`src/design/bpqe_pkg.sv`:
```
// Package for the bounded priority queue with tail eviction.
// Holds the command and status codes and the item and cell structs.
// No dependencies; every other file in the design imports it.
package bpqe_pkg;

	localparam int unsigned FillWidth = 4;

	typedef enum logic {
		CMD_PUSH = 1'b0,
		CMD_POP  = 1'b1
	} cmd_t;

	typedef enum logic [1:0] {
		ST_ACCEPTED = 2'd0,
		ST_FULL     = 2'd1,
		ST_POPPED   = 2'd2,
		ST_EMPTY    = 2'd3
	} status_t;

	typedef struct packed {
		cmd_t        cmd;
		logic [7:0]  prio;
		logic [15:0] payload;
	} req_t;

	typedef struct packed {
		status_t              status;
		logic                 evicted;
		logic [7:0]           out_prio;
		logic [15:0]          out_payload;
		logic [FillWidth-1:0] fill;
	} rsp_t;

	typedef struct packed {
		logic        valid;
		logic [7:0]  prio;
		logic [15:0] tag;
	} entry_t;

	typedef struct packed {
		logic        en;
		logic        pop;
		logic [7:0]  prio;
		logic [15:0] tag;
	} cell_ctrl_t;

endpackage

```
`src/design/bpqe_req_if.sv`:
```
// Request channel of the priority queue: valid, ready and one request item.
// Depends on bpqe_pkg.
interface bpqe_req_if
	import bpqe_pkg::*;
();
	logic valid;
	logic ready;
	req_t data;

	modport source (output valid, output data, input ready);
	modport sink (input valid, input data, output ready);
endinterface

```
`src/design/bpqe_rsp_if.sv`:
```
// Response channel of the priority queue: valid, ready and one result item.
// Depends on bpqe_pkg.
interface bpqe_rsp_if
	import bpqe_pkg::*;
();
	logic valid;
	logic ready;
	rsp_t data;

	modport source (output valid, output data, input ready);
	modport sink (input valid, input data, output ready);
endinterface

```
`src/design/bpqe_cell.sv`:
```
// One slot of the sorted queue: holds an entry and trades it with its neighbors.
// Depends on bpqe_pkg.
module bpqe_cell
	import bpqe_pkg::*;
(
	input  logic       clk,
	input  logic       arst_n,
	input  cell_ctrl_t ctrl,
	input  logic       tie_ok,
	input  entry_t     left,
	input  logic       left_lower,
	input  entry_t     right,
	output entry_t     entry,
	output logic       lower
);

	logic        valid_q;
	logic [7:0]  prio_q;
	logic [15:0] tag_q;
	entry_t      entry_d;

	assign entry = '{valid: valid_q, prio: prio_q, tag: tag_q};

	// A slot yields to the arrival when it is empty or holds a strictly lower priority.
	// The tail slot also yields on equal priority, which makes room when full.
	always_comb begin
		lower = !valid_q || (prio_q < ctrl.prio) ||
			(tie_ok && (prio_q == ctrl.prio));
		entry_d = entry;
		if (ctrl.pop) begin
			entry_d = right;
		end else if (left_lower) begin
			entry_d = left;
		end else if (lower) begin
			entry_d = '{valid: 1'b1, prio: ctrl.prio, tag: ctrl.tag};
		end
	end

	always_ff @(posedge clk or negedge arst_n) begin
		if (!arst_n) begin
			valid_q <= 1'b0;
		end else if (ctrl.en) begin
			valid_q <= entry_d.valid;
		end
	end

	always_ff @(posedge clk) begin
		if (ctrl.en) begin
			prio_q <= entry_d.prio;
			tag_q  <= entry_d.tag;
		end
	end

endmodule

```
`src/design/bounded_priority_queue_evict.sv`:
```
// Bounded priority queue, highest priority first, arrival order kept among equal
// priorities. It takes one push or pop per cycle and answers each with one registered result
// in the next cycle; the chain of DEPTH slots compares and shifts in every slot at once, so
// the only stall comes from a result that is still waiting to be taken.
module bounded_priority_queue_evict
	import bpqe_pkg::*;
#(
	parameter int unsigned DEPTH = 8
) (
	input logic       clk,
	input logic       arst_n,
	bpqe_req_if.sink  req,
	bpqe_rsp_if.source rsp
);

	localparam int unsigned CntWidth = $clog2(DEPTH + 1);

	entry_t               entries [DEPTH];
	logic                 lowers  [DEPTH];
	cell_ctrl_t           ctrl;
	logic                 fire;
	logic                 full;
	logic                 empty;
	logic                 refused;
	logic [CntWidth-1:0]  cnt_q;
	logic [CntWidth-1:0]  cnt_d;
	logic [CntWidth+FillWidth-1:0] fill_ext;
	rsp_t                 rsp_d;
	rsp_t                 rsp_q;
	logic                 rsp_valid_q;

	assign req.ready = !rsp_valid_q || rsp.ready;
	assign fire      = req.valid && req.ready;
	assign full      = entries[DEPTH-1].valid;
	assign empty     = !entries[0].valid;
	assign refused   = full && !lowers[DEPTH-1];

	assign ctrl.en   = fire;
	assign ctrl.pop  = (req.data.cmd == CMD_POP);
	assign ctrl.prio = req.data.prio;
	assign ctrl.tag  = req.data.payload;

	for (genvar i = 0; i < DEPTH; i++) begin : g_cell
		entry_t left_e;
		entry_t right_e;
		logic   left_low;

		if (i == 0) begin : g_head
			assign left_e   = '0;
			assign left_low = 1'b0;
		end else begin : g_mid
			assign left_e   = entries[i-1];
			assign left_low = lowers[i-1];
		end

		if (i == DEPTH - 1) begin : g_tail
			assign right_e = '0;
		end else begin : g_body
			assign right_e = entries[i+1];
		end

		bpqe_cell u_cell (
			.clk        (clk),
			.arst_n     (arst_n),
			.ctrl       (ctrl),
			.tie_ok     (i == DEPTH - 1),
			.left       (left_e),
			.left_lower (left_low),
			.right      (right_e),
			.entry      (entries[i]),
			.lower      (lowers[i])
		);
	end

	always_comb begin
		cnt_d = cnt_q;
		rsp_d = '{status: ST_ACCEPTED, evicted: 1'b0, out_prio: '0,
			out_payload: '0, fill: '0};
		if (ctrl.pop) begin
			if (empty) begin
				rsp_d.status = ST_EMPTY;
			end else begin
				rsp_d.status      = ST_POPPED;
				rsp_d.out_prio    = entries[0].prio;
				rsp_d.out_payload = entries[0].tag;
				cnt_d             = cnt_q - 1'b1;
			end
		end else if (refused) begin
			rsp_d.status = ST_FULL;
		end else if (full) begin
			rsp_d.evicted = 1'b1;
		end else begin
			cnt_d = cnt_q + 1'b1;
		end
		fill_ext   = {{FillWidth{1'b0}}, cnt_d};
		rsp_d.fill = fill_ext[FillWidth-1:0];
	end

	always_ff @(posedge clk or negedge arst_n) begin
		if (!arst_n) begin
			cnt_q       <= '0;
			rsp_valid_q <= 1'b0;
		end else begin
			if (fire) begin
				cnt_q       <= cnt_d;
				rsp_valid_q <= 1'b1;
			end else if (rsp.ready) begin
				rsp_valid_q <= 1'b0;
			end
		end
	end

	always_ff @(posedge clk) begin
		if (fire) begin
			rsp_q <= rsp_d;
		end
	end

	assign rsp.valid = rsp_valid_q;
	assign rsp.data  = rsp_q;

endmodule

```
`src/flat_wrapper.sv`:
```
// flat-port wrapper written by rule: the top's interface ports become plain ports
module bounded_priority_queue_evict_flat import bpqe_pkg::*;
#(
	parameter int unsigned DEPTH = 8
)
  (clk, arst_n, req_valid, req_data, req_ready, rsp_valid, rsp_data, rsp_ready);
  bpqe_req_if req_i ();
  bpqe_rsp_if rsp_i ();
  input logic clk;
  input logic arst_n;
  input wire logic [$bits(req_i.valid)-1:0] req_valid;
  input wire logic [$bits(req_i.data)-1:0] req_data;
  output wire logic [$bits(req_i.ready)-1:0] req_ready;
  output wire logic [$bits(rsp_i.valid)-1:0] rsp_valid;
  output wire logic [$bits(rsp_i.data)-1:0] rsp_data;
  input wire logic [$bits(rsp_i.ready)-1:0] rsp_ready;
  assign req_i.valid = req_valid;
  assign req_i.data = req_data;
  assign req_ready = req_i.ready;
  assign rsp_valid = rsp_i.valid;
  assign rsp_data = rsp_i.data;
  assign rsp_i.ready = rsp_ready;
  bounded_priority_queue_evict #(.DEPTH(DEPTH)) u_core (.clk(clk), .arst_n(arst_n), .req(req_i), .rsp(rsp_i));
endmodule
```
`config.mk`:
```
export PLATFORM = sky130hd
export DESIGN_NAME = bounded_priority_queue_evict_flat
export DESIGN_NICKNAME = d
export VERILOG_FILES = /design/src/design/bpqe_pkg.sv /design/src/design/bpqe_req_if.sv /design/src/design/bpqe_rsp_if.sv /design/src/design/bpqe_cell.sv /design/src/design/bounded_priority_queue_evict.sv /design/src/flat_wrapper.sv
export SDC_FILE = /design/constraint.sdc
export NUM_CORES = 1
export LEC_CHECK = 0
export BUFFER_PORTS_ARGS = -buffer_cell sky130_fd_sc_hd__buf_2
export CORE_MARGIN = 1
export CORE_UTILIZATION = 29
export CTS_CLUSTER_DIAMETER = 100
export DETAILED_ROUTE_END_ITERATION = 6
export GPL_TIMING_DRIVEN = 0
export SLEW_MARGIN = 40
export SYNTH_ARGS = -nofsm -noshare
export SYNTH_HDL_FRONTEND = slang
export SYNTH_SLANG_ARGS = --single-unit
```
`constraint.sdc`:
```
create_clock -name clk -period 3.4 [get_ports clk]
set_input_delay 0.34 -clock clk [delete_from_list [all_inputs] [get_ports clk]]
set_output_delay 0.34 -clock clk [all_outputs]
set_load 0.01 [all_outputs]
```
* Word-level counts from Yosys, hierarchy flattened
Index checks and enable logic that the tools add are counted.
** Storage, ports and cells
- Register bits :: 236
** Cells by class
- Muxes and demuxes :: 33
- Equal/unequal tests :: 1
- Add/sub/neg operators :: 2
- Reduce and logical (&&, ||, !) cells :: 41
- Order comparisons :: 8
** Operators with widths (count)
- 25-bit 2-to-1 mux :: 23
- 8-bit less-than comparator :: 8
- 3-bit nonzero test :: 7
- 2-bit AND reduction :: 9
- 4-bit 2-to-1 mux :: 4
- 1-bit zero test :: 10
- 1-bit logical OR :: 10
- 8-bit == test :: 1
- 1-bit 2-to-1 mux :: 5
- 4-bit by 1-bit adder with 4-bit output (second input constant) :: 1
- 2-bit nonzero test :: 2
- 4-bit by 1-bit subtractor with 4-bit output (second input constant) :: 1
- 1-bit logical AND :: 2
- 2-bit 2-to-1 mux :: 1
- 2-bit OR reduction :: 1

* Longest topological paths before layout
Gate-level depths: netlist of the first run.
- Depth in word-level cells :: 7
- Depth in mapped cells :: 9

* By module
Synthesis of the first run repeated with hierarchy kept, for this count alone.
** Unflattened totals
- Cell total of the unflattened synthesis :: 1242
- Area, all modules :: 13456.7 µm²
** By module, submodules not included
- bpqe_cell (u_core.g_cell[4].u_cell ...) :: sequential area each 745.7 µm², area an instance 1498.9 µm², cells an instance 142, instances 4
- bpqe_cell (u_core.g_cell[0].u_cell ...) :: sequential area each 745.7 µm², area an instance 1496.4 µm², cells an instance 142, instances 4
- bounded_priority_queue_evict :: sequential area each 1056.0 µm², area an instance 1475.2 µm², cells an instance 106, instances 1

* Least setup slack after synthesis of the first run
OpenSTA, ideal clock, no wires.
- Path type :: input -> register
- Start point :: input req_data[18]
- End point :: register u_core.g_cell[4].u_cell.prio_q[0] (enable)
- Required time :: 2980 ps
- Slack :: -38 ps
- Data arrival time :: 3018 ps
- Stages on the path :: 7
- Cell sequence :: inv_1 -> ha_1 -> a211o_1 -> a31oi_1 -> o21ai_1 -> clkbuf_1 -> a31oi_1
** Between the ends
- Word-level cells in the longest chain between the ends :: 4
** RTL lines
- start: declaration :: RTL line flat_wrapper.sv:12 : input wire logic [$bits(req_i.data)-1:0] req_data;
- 8-bit less-than comparator :: RTL line bpqe_cell.sv:27 : lower = !valid_q || (prio_q < ctrl.prio) ||
- 1-bit logical OR :: RTL line bpqe_cell.sv:27
- 3-bit nonzero test (no line) (*)
- 2-bit AND reduction (no line) (*)
- end signal: assignment :: RTL line bpqe_cell.sv:49 : prio_q <= entry_d.prio;
- end: declaration :: RTL line bpqe_cell.sv:18 : logic [7:0] prio_q;
Mark *: on every way between the ends. The rest lies on a longest branch, timed or not.
A chain may end at the register's enable or synchronous reset.

* Final worst setup path of the first run
- Start point :: register u_core.g_cell[0].u_cell.prio_q[5]
- End point :: register u_core.g_cell[0].u_cell.tag_q[8] (enable)
** Between the ends
- Word-level cells in the longest chain between the ends :: 4
** RTL lines
- start: declaration :: RTL line bpqe_cell.sv:18
- start signal: assignment :: RTL line bpqe_cell.sv:49
- 8-bit less-than comparator :: RTL line bpqe_cell.sv:27
- 1-bit logical OR :: RTL line bpqe_cell.sv:27
- 2-bit nonzero test (no line)
- 2-bit AND reduction (no line)
- end signal: assignment :: RTL line bpqe_cell.sv:50 : tag_q <= entry_d.tag;
- end: declaration :: RTL line bpqe_cell.sv:19 : logic [15:0] tag_q;
No other way between the ends.

==> results of run 1 <==
-- cells by family after synthesis --
group                      Yosys count  share of synthesized area
and+or+nand+nor                    394                      0.152
AOI/OAI and AO/OA                  274                      0.127
DFF                                236                      0.548
muxes                              104                     0.0814
buffers and inverters               85                     0.0304
adders and majority gates           59                     0.0576
xor gates and xnor gates             5                    0.00342
-- critical path, delay by kind of cell, from the launching register on --
family	cells	cell delay [ns]
AOI/OAI and AO/OA	2	0.68
buffers and inverters	3	0.78
DFF	1	0.46
adders and majority gates	1	0.30
and+or+nand+nor	3	0.69
-- cell usage after synthesis, types with 2 or more instances --
cell type / instances
sky130_fd_sc_hd__o211ai_1: 24
sky130_fd_sc_hd__nand3b_1: 23
sky130_fd_sc_hd__a22oi_1: 2
sky130_fd_sc_hd__nor3b_1: 2
sky130_fd_sc_hd__ha_1: 59
sky130_fd_sc_hd__buf_6: 2
sky130_fd_sc_hd__and4_1: 2
sky130_fd_sc_hd__nor2b_1: 50
sky130_fd_sc_hd__clkbuf_1: 57
sky130_fd_sc_hd__a21oi_1: 118
sky130_fd_sc_hd__edfxtp_1: 223
sky130_fd_sc_hd__o21ai_0: 41
sky130_fd_sc_hd__and3_1: 27
sky130_fd_sc_hd__a211o_1: 2
sky130_fd_sc_hd__buf_2: 8
sky130_fd_sc_hd__a21o_1: 6
sky130_fd_sc_hd__o21a_1: 6
sky130_fd_sc_hd__a2111o_1: 2
sky130_fd_sc_hd__mux2i_1: 102
sky130_fd_sc_hd__buf_8: 4
sky130_fd_sc_hd__mux2_2: 2
sky130_fd_sc_hd__nand2b_1: 58
sky130_fd_sc_hd__nand4_1: 3
sky130_fd_sc_hd__xnor2_1: 4
sky130_fd_sc_hd__nor2_1: 11
sky130_fd_sc_hd__dfrtp_1: 13
sky130_fd_sc_hd__inv_1: 13
sky130_fd_sc_hd__o21ai_1: 49
sky130_fd_sc_hd__a32oi_4: 2
sky130_fd_sc_hd__a31oi_1: 8
sky130_fd_sc_hd__and2_1: 3
sky130_fd_sc_hd__nand2_1: 209
sky130_fd_sc_hd__o2111ai_1: 3
-- routing by layer --
metal,wire length (um),share of wire,vias to the layer above,global-route usage
li1,-,-,4437,-
met1,17000,0.43,4607,0.239
met2,17900,0.46,429,0.284
met3,3170,0.081,67,0.0282
met4,1130,0.029,8,0.0548
met5,40,0.0010,-,0
-- through the flow --
stage | setup TNS, ns | total power, mW | util
floorplan | 0 | 4.65 | -
global placement | -266.70 | 5.12 | 0.320
detailed placement | -17.56 | 5.20 | 0.326
CTS | 0 | 8.02 | 0.346
global route | 0 | 8.33 | 0.346
finish | 0 | 8.00 | 0.346
-- registers in the layout, indices dropped and copies added, names as in the netlist --
register	count
u_core.g_cell.u_cell.tag_q	128
u_core.g_cell.u_cell.prio_q	64
u_core.rsp.data	31
u_core.g_cell.u_cell.valid_q	8
u_core.cnt_q	4
u_core.rsp.valid	1
-- worst paths after layout --
check	startpoint	slack (ns)	endpoint	depth (start not counted)
hold / removal	rsp_ready	0.11	u_core.rsp.valid	3
min in group asynchronous	arst_n	0.24	u_core.rsp.valid	2
setup reg to reg	u_core.g_cell[0].u_cell.prio_q[5]	0.18	u_core.g_cell[0].u_cell.tag_q[8]	9
hold reg to reg	u_core.g_cell[3].u_cell.valid_q	0.51	u_core.g_cell[3].u_cell.valid_q	2
max in group asynchronous	arst_n	2.92	u_core.cnt_q[2]	2
setup / recovery	u_core.g_cell[0].u_cell.prio_q[5]	0.18	u_core.g_cell[0].u_cell.tag_q[8]	9
-- timing repair --
action                                  CTS  global route
endpoints found under the setup margin    0            27
endpoints found under the hold margin    14             0
hold buffers                              2             0
gates resized for setup                   0             1
-- layout make-up --
class	count	area share
plain buffers	71	0.0225
flip-flops and latches	236	0.468
clock buffers	30	0.0457
inverters	14	0.00358
well taps	585	0.0487
multi-input cells	836	0.367
clock inverters	16	0.0102
repair buffers	73	0.0347
diodes	2	0.000333
-- where the power goes --
group          leakage, nW  internal (mW)  switching, mW
registers             2.31           3.54          0.199
clock network        0.408           1.66           1.17
logic                 3.18          0.543          0.890
total                 5.90           5.74           2.26
==> results.tsv, run 1 <==
metric	value	unit
worstPathMaxFanout	16	
cts_root_buffer	sky130_fd_sc_hd__clkbuf_16	
timing.setup.critical_path_class	reg -> reg	
worst_skew_pair.late_latency	0.53	ns
worst_path_most_repeated_cell	sky130_fd_sc_hd__buf_2	
cts_post_setup_buffers_inserted	0	
max_cap_violations	0	
synthesis.area_per_instance	11.1	um^2
grt_pass1_wl	59500	um
synth_cell_type_count	52	
design.die.area	45100	um^2
post_synth_edffs	223	
antenna_found_initial	6	
drc	0	
cp_max_stage_delay	0.46	ns
place_worst_setup_slack	-0.383	ns
clock_tree.buffer_depth	3	
first_global_vias	9702	
setup-violations-final	0	
drt-initial-drc-count	981	
async_flop_share	0.0551	
timing.critical_path.to_type	register	
slew-limit-headroom	0.447	
floorplan.initialDensity	0.296	
post-route-worst-setup-slack	0.183	ns
fillerInstances	4397	
core.rowCount	76	
drt_wl_total	39200	um
final-max-slew-violation-count	0	
rsz0062_at_grt	no	
timing_worst_slew_pin_value	0.829	ns
synth_area	12800	um^2
die_width	212	um
final_critical_delay_including_setup_and_external_delays	3.22	ns
most-common-layout-cells	sky130_fd_sc_hd__edfxtp_1 (223), sky130_fd_sc_hd__nand2_1 (209), sky130_fd_sc_hd__a21oi_1 (115), sky130_fd_sc_hd__mux2i_1 (102), sky130_fd_sc_hd__buf_2 (69)	
dominantRegCellSynth	sky130_fd_sc_hd__edfxtp_1	
ff_latch_area	7020	um^2
pwr_density_cell	533	nW/um^2
post_drt_via_cell_ratio	5.13	
worst_hold_path_type	in -> reg	
total_area_of_multi_input_combinational_cells	5510	um^2
place.detailed.instances	1813	
final_min_period_over_clock_period	0.946	
final_layout_size_suffix_gt1_frac	0.111	
cp.arrival	3.46	ns
run_status	completed	
fmaxAchievable	0.311	GHz
via_count	9548	
vdd_drop_max	0.320	mV
overall_global_routing_usage	0.175	
pin_count	62	
synth.ff_latch_count	236	
placed_cell_areas	14100	um^2
cts_htree_levels	1	
dp_hpwl	28900	um
finalInstanceArea	15000	um^2
grt.overflow.total	0	
total_leakage_power	5.90	nW
seq_area_frac_synth	0.548	
start_kind	register	
cts_made_buffers	26	
clkTransAtPathRegs	0.06	ns
syn2layout_area_growth	17.1	%
placement.io_buffers	61	
netlist.area_leader.share	0.522	
core	43400	um^2
cp_cell_sequence	ha_1 > and3_1 > a221oi_1 > o22a_1 > buf_2 > buf_2 > nor2_1 > nor2_4 > buf_16	
synthesis.nets	1245	
whs	0.108	ns
tritoncts	yes	
final_wtd_congestion	0.895	
ys.warnings.count	0	
final-hold-violation-count	0	
grt_start_max_net_pins	38	
routed_wire_length_per_instance	21.0	um
crit_slowest_cell	sky130_fd_sc_hd__edfxtp_1	
nets	1346	
layout_commonest_cell	sky130_fd_sc_hd__edfxtp_1	
syn-instance-count	1157	
drt_pre_antenna_iters	7	
post-synth-top-area-cell	sky130_fd_sc_hd__edfxtp_1	
die_h	212	um
clkSinkCount	236	
finish.cell_count_without_fillers	1863	
skew	0.0103	ns
synth_top_cells_by_area	sky130_fd_sc_hd__edfxtp_1 (52%), sky130_fd_sc_hd__mux2i_1 (8.0%), sky130_fd_sc_hd__nand2_1 (6.1%)	
postRouteAntennaNets	0	
critical_path_required	3.64	ns
Power figures use the tool's default switching activity.
==> inputs of run 2 (changes only) <==
--- a/config.mk
+++ b/config.mk
@@ -11,7 +11,9 @@
 export CTS_CLUSTER_DIAMETER = 100
 export DETAILED_ROUTE_END_ITERATION = 6
 export GPL_TIMING_DRIVEN = 0
+export PLACE_DENSITY = 0.52
 export SLEW_MARGIN = 40
 export SYNTH_ARGS = -nofsm -noshare
 export SYNTH_HDL_FRONTEND = slang
+export SYNTH_HIERARCHICAL = 1
 export SYNTH_SLANG_ARGS = --single-unit
==> run 2 against run 1 <==
Fmax down 1.4%; die area up 4.9%; worst hold slack worse by 0.085 ns; global-route usage fell by 3.1 points; final area is 6.0% higher; critical endpoint is now u_core/g_cell[7].u_cell/prio_q[4]; largest cell class unchanged; largest power group unchanged; highest routed layer is now met4.
==> results.tsv, run 2 <==
metric	value	unit	change
total_power_consumption_of_the_routed_design	8.75	mW	+9.4%
final_wtd_congestion	0.768		-14%
synth_area	13500	um^2	+5.0%
final-max-slew-violation-count	0		unchanged
setup-violations-final	0		unchanged
worst_hold_path_type	in -> reg		
rr_startpoint	u_core/g_cell[6].u_cell/prio_q[7]		
synth_cell_type_count	32		-38%
sequentialPowerShare	0.438		-0.029
drt-initial-drc-count	547		-44%
power.switching_fraction	0.290		+0.00858
final-hold-violation-count	0		unchanged
post_synth_most_frequent_cells	sky130_fd_sc_hd__edfxtp_1 (223), sky130_fd_sc_hd__nand2_1 (213), sky130_fd_sc_hd__mux2i_1 (193)		
finish.cell_count_without_fillers	2022		+8.5%
dp_hpwl	25700	um	-11%
synthesis.area_per_instance	10.8	um^2	-2.2%
worstPathMaxFanout	12		-4
syn2layout_area_growth	18.4	%	
timing.critical_path.to_type	register		
cts_root_buffer	sky130_fd_sc_hd__clkbuf_16		
tritoncts	yes		
run_status	completed		
placement.io_buffers	61		unchanged
setup.worst_path.end	u_core/g_cell[7].u_cell/prio_q[4]		
final_min_period_over_clock_period	0.960		+0.0137
fillerInstances	4624		+5.2%
timing_worst_slew_pin_value	0.812	ns	-0.0169 ns
dominantRegCellSynth	sky130_fd_sc_hd__edfxtp_1		
cp.arrival	3.57	ns	+0.11 ns
crit_start	u_core/g_cell[6].u_cell/prio_q[7]		
pwr_density_cell	549	nW/um^2	+3.1%
power.net_switching	2.54	mW	+13%
max_cap_violations	0		unchanged
post_drt_via_cell_ratio	4.61		-10%
vdd_drop_max	0.348	mV	+8.7%
floorplan.initialDensity	0.295		-0.000421
combinationalPowerShare	0.231		+0.052
first_global_vias	9676		-0.27%
synth.ff_latch_count	236		unchanged
ant_diodes	0		-2
design.die.area	47300	um^2	+4.9%
cts_htree_levels	1		unchanged
slew-limit-headroom	0.454		+0.00709
place.detailed.instances	1964		+8.3%
async_flop_share	0.0551		unchanged
drt_wl_total	33600	um	-14%
drt_pre_antenna_iters	5		-2
post_synth_edffs	223		unchanged
ff_latch_area	7020	um^2	unchanged
grt_start_max_net_pins	56		+47%
clock_power_share	0.331		-0.023
total_leakage_power	7.21	nW	+22%
core.rowCount	78		+2.6%
ys.warnings.count	6		+6
die_width	217	um	+2.4%
drc	0		unchanged
syn-instance-count	1242		+7.3%
pin_count	62		unchanged
critical_path_required	3.70	ns	+0.06 ns
clkTransAtPathRegs	0.06	ns	about the same
core	45600	um^2	+5.1%
clkSinkCount	236		unchanged
min_from	req_valid		
yosys.cell_count.top_type	sky130_fd_sc_hd__edfxtp_1		
power_report.internal_total	6.21	mW	+8.1%
fmaxAchievable	0.306	GHz	-1.4%
seq_area_frac_synth	0.522		-0.0259
postRouteAntennaNets	0		unchanged
grt.overflow.total	0		unchanged
nets	1496		+11%
netlist.area_leader.share	0.498		-0.0247
overall_global_routing_usage	0.144		-0.0311
most-common-layout-cells	sky130_fd_sc_hd__edfxtp_1 (223), sky130_fd_sc_hd__nand2_1 (213), sky130_fd_sc_hd__mux2i_1 (193), sky130_fd_sc_hd__o21ai_0 (114), sky130_fd_sc_hd__o21ai_1 (96)		
start_kind	register		
post-synth-top-area-cell	sky130_fd_sc_hd__edfxtp_1		
via_count	9331		-2.3%
worst_skew_pair.late_latency	0.55	ns	+0.02 ns
synth_top_cells_by_area	sky130_fd_sc_hd__edfxtp_1 (50%), sky130_fd_sc_hd__mux2i_1 (14%), sky130_fd_sc_hd__ha_1 (6.1%)		
layout_commonest_cell	sky130_fd_sc_hd__edfxtp_1		
final_core_utilization	0.349		+0.00310
die_h	217	um	+2.4%
clock_tree.buffer_depth	3		unchanged
worstRegToRegCells	10		+1
skew	0.0138	ns	+0.00359 ns
routed_wire_length_per_instance	16.6	um	-21%
setup_tns	0	ns	unchanged
reg2reg_setup_slack	0.14	ns	-0.05 ns
final_layout_size_suffix_gt1_frac	0.129		+0.0181
antenna_found_initial	1		-5
rr_endpoint	u_core/g_cell[7].u_cell/prio_q[4]		
max_flop_register	u_core/g_cell.u_cell/tag_q		
grt_pass1_wl	53300	um	-10%
rsz0062_at_grt	no		
cts_made_buffers	27		+3.8%
final_critical_delay_including_setup_and_external_delays	3.26	ns	+0.0467 ns
largest_reg_flops	128		unchanged
timing.setup.critical_path_class	reg -> reg		
total_area_of_multi_input_combinational_cells	6140	um^2	+11%
-- run 2: cell count changes after synthesis, sizes merged, moves of 16 or more --
cell	delta
nand3b	-23
a211oi	+16
inv	+62
clkbuf	-19
o21ai	+120
buf	+26
nor2b	-41
a21oi	-106
o211ai	-24
mux2i	+91
nand2b	-38
-- run 2: kinds of logic after synthesis --
group / count (synthesis) / synth area share
adder cells (fa/ha/maj): 66 / 0.0614
other: 2 / 0.000558
AND/OR/NAND/NOR: 322 / 0.108
multiplexers: 201 / 0.150
AO/OA/AOI/OAI: 256 / 0.106
buffers and inverters: 153 / 0.0483
flip-flops: 236 / 0.522
XOR/XNOR: 6 / 0.00391
-- run 2: repair_timing --
item                       4_1_cts  5_1_grt
hold endpoints to repair        13        0
hold buffers                     1        0
buffers inserted                 1        1
cloned                           2        1
setup endpoints to repair      120       48
pin swaps                        2        1
resized for setup                5        2
-- run 2: layout make-up --
type | count | share of cell area
clock buffers | 32 | 0.0442
inverters | 75 | 0.0178
plain buffers | 78 | 0.0237
clock inverters | 18 | 0.0101
multi-input cells | 913 | 0.385
flip-flops and latches | 236 | 0.441
well taps | 600 | 0.0471
repair buffers | 70 | 0.0308
-- run 2: worst min path at each step --
stage / depth (start not counted) / end / slack (ns)
after detailed placement: 1 / u_core/rsp.valid / 0.28
final: 2 / u_core/rsp.valid / 0.02
after global routing: 2 / u_core/rsp.valid / 0.02
after global placement: 1 / u_core/cnt_q[3] / 0.26
after floorplan: 0 / u_core/cnt_q[0] / 0.04
after CTS: 2 / u_core/rsp.valid / 0.003
-- run 2: power groups by stage --
stage / sequential (mW) / combinational [mW] / clock (mW)
floorplan: 3.83 / 1.45 / 0
global route: 3.88 / 2.26 / 3.07
detailed placement: 3.90 / 1.98 / 0
CTS: 3.84 / 2.01 / 2.97
finish: 3.84 / 2.02 / 2.89
global placement: 3.89 / 1.91 / 0
-- run 2: critical path: stages, from the launching register on --
cell	delay, ns
sky130_fd_sc_hd__edfxtp_1	0.45
sky130_fd_sc_hd__ha_1	0.35
sky130_fd_sc_hd__nand4_1	0.21
sky130_fd_sc_hd__a211oi_1	0.23
sky130_fd_sc_hd__or4_4	0.22
sky130_fd_sc_hd__nand2b_1	0.07
sky130_fd_sc_hd__buf_2	0.20
sky130_fd_sc_hd__clkbuf_4	0.26
sky130_fd_sc_hd__nor3_1	0.70
sky130_fd_sc_hd__a21boi_4	0.12
sky130_fd_sc_hd__buf_12	0.20
-- run 2: metrics by stage --
step	hold WS (ns)	worst slack [ns]	cell area [um^2]
after global placement	0.265	-1.42	14700
after detailed placement	0.285	-0.484	14900
after global routing	0.0215	0.00826	15900
after floorplan	0.0444	-0.270	13700
after CTS	0.00290	0.00114	15800
final	0.0232	0.137	15900
-- run 2: layer usage --
metal,global-route usage,vias up,part of all wire
li1,-,4738,-
met2,0.253,181,0.49
met4,0.0423,0,0.022
met1,0.185,4362,0.45
met3,0.0172,50,0.038
met5,0,-,0
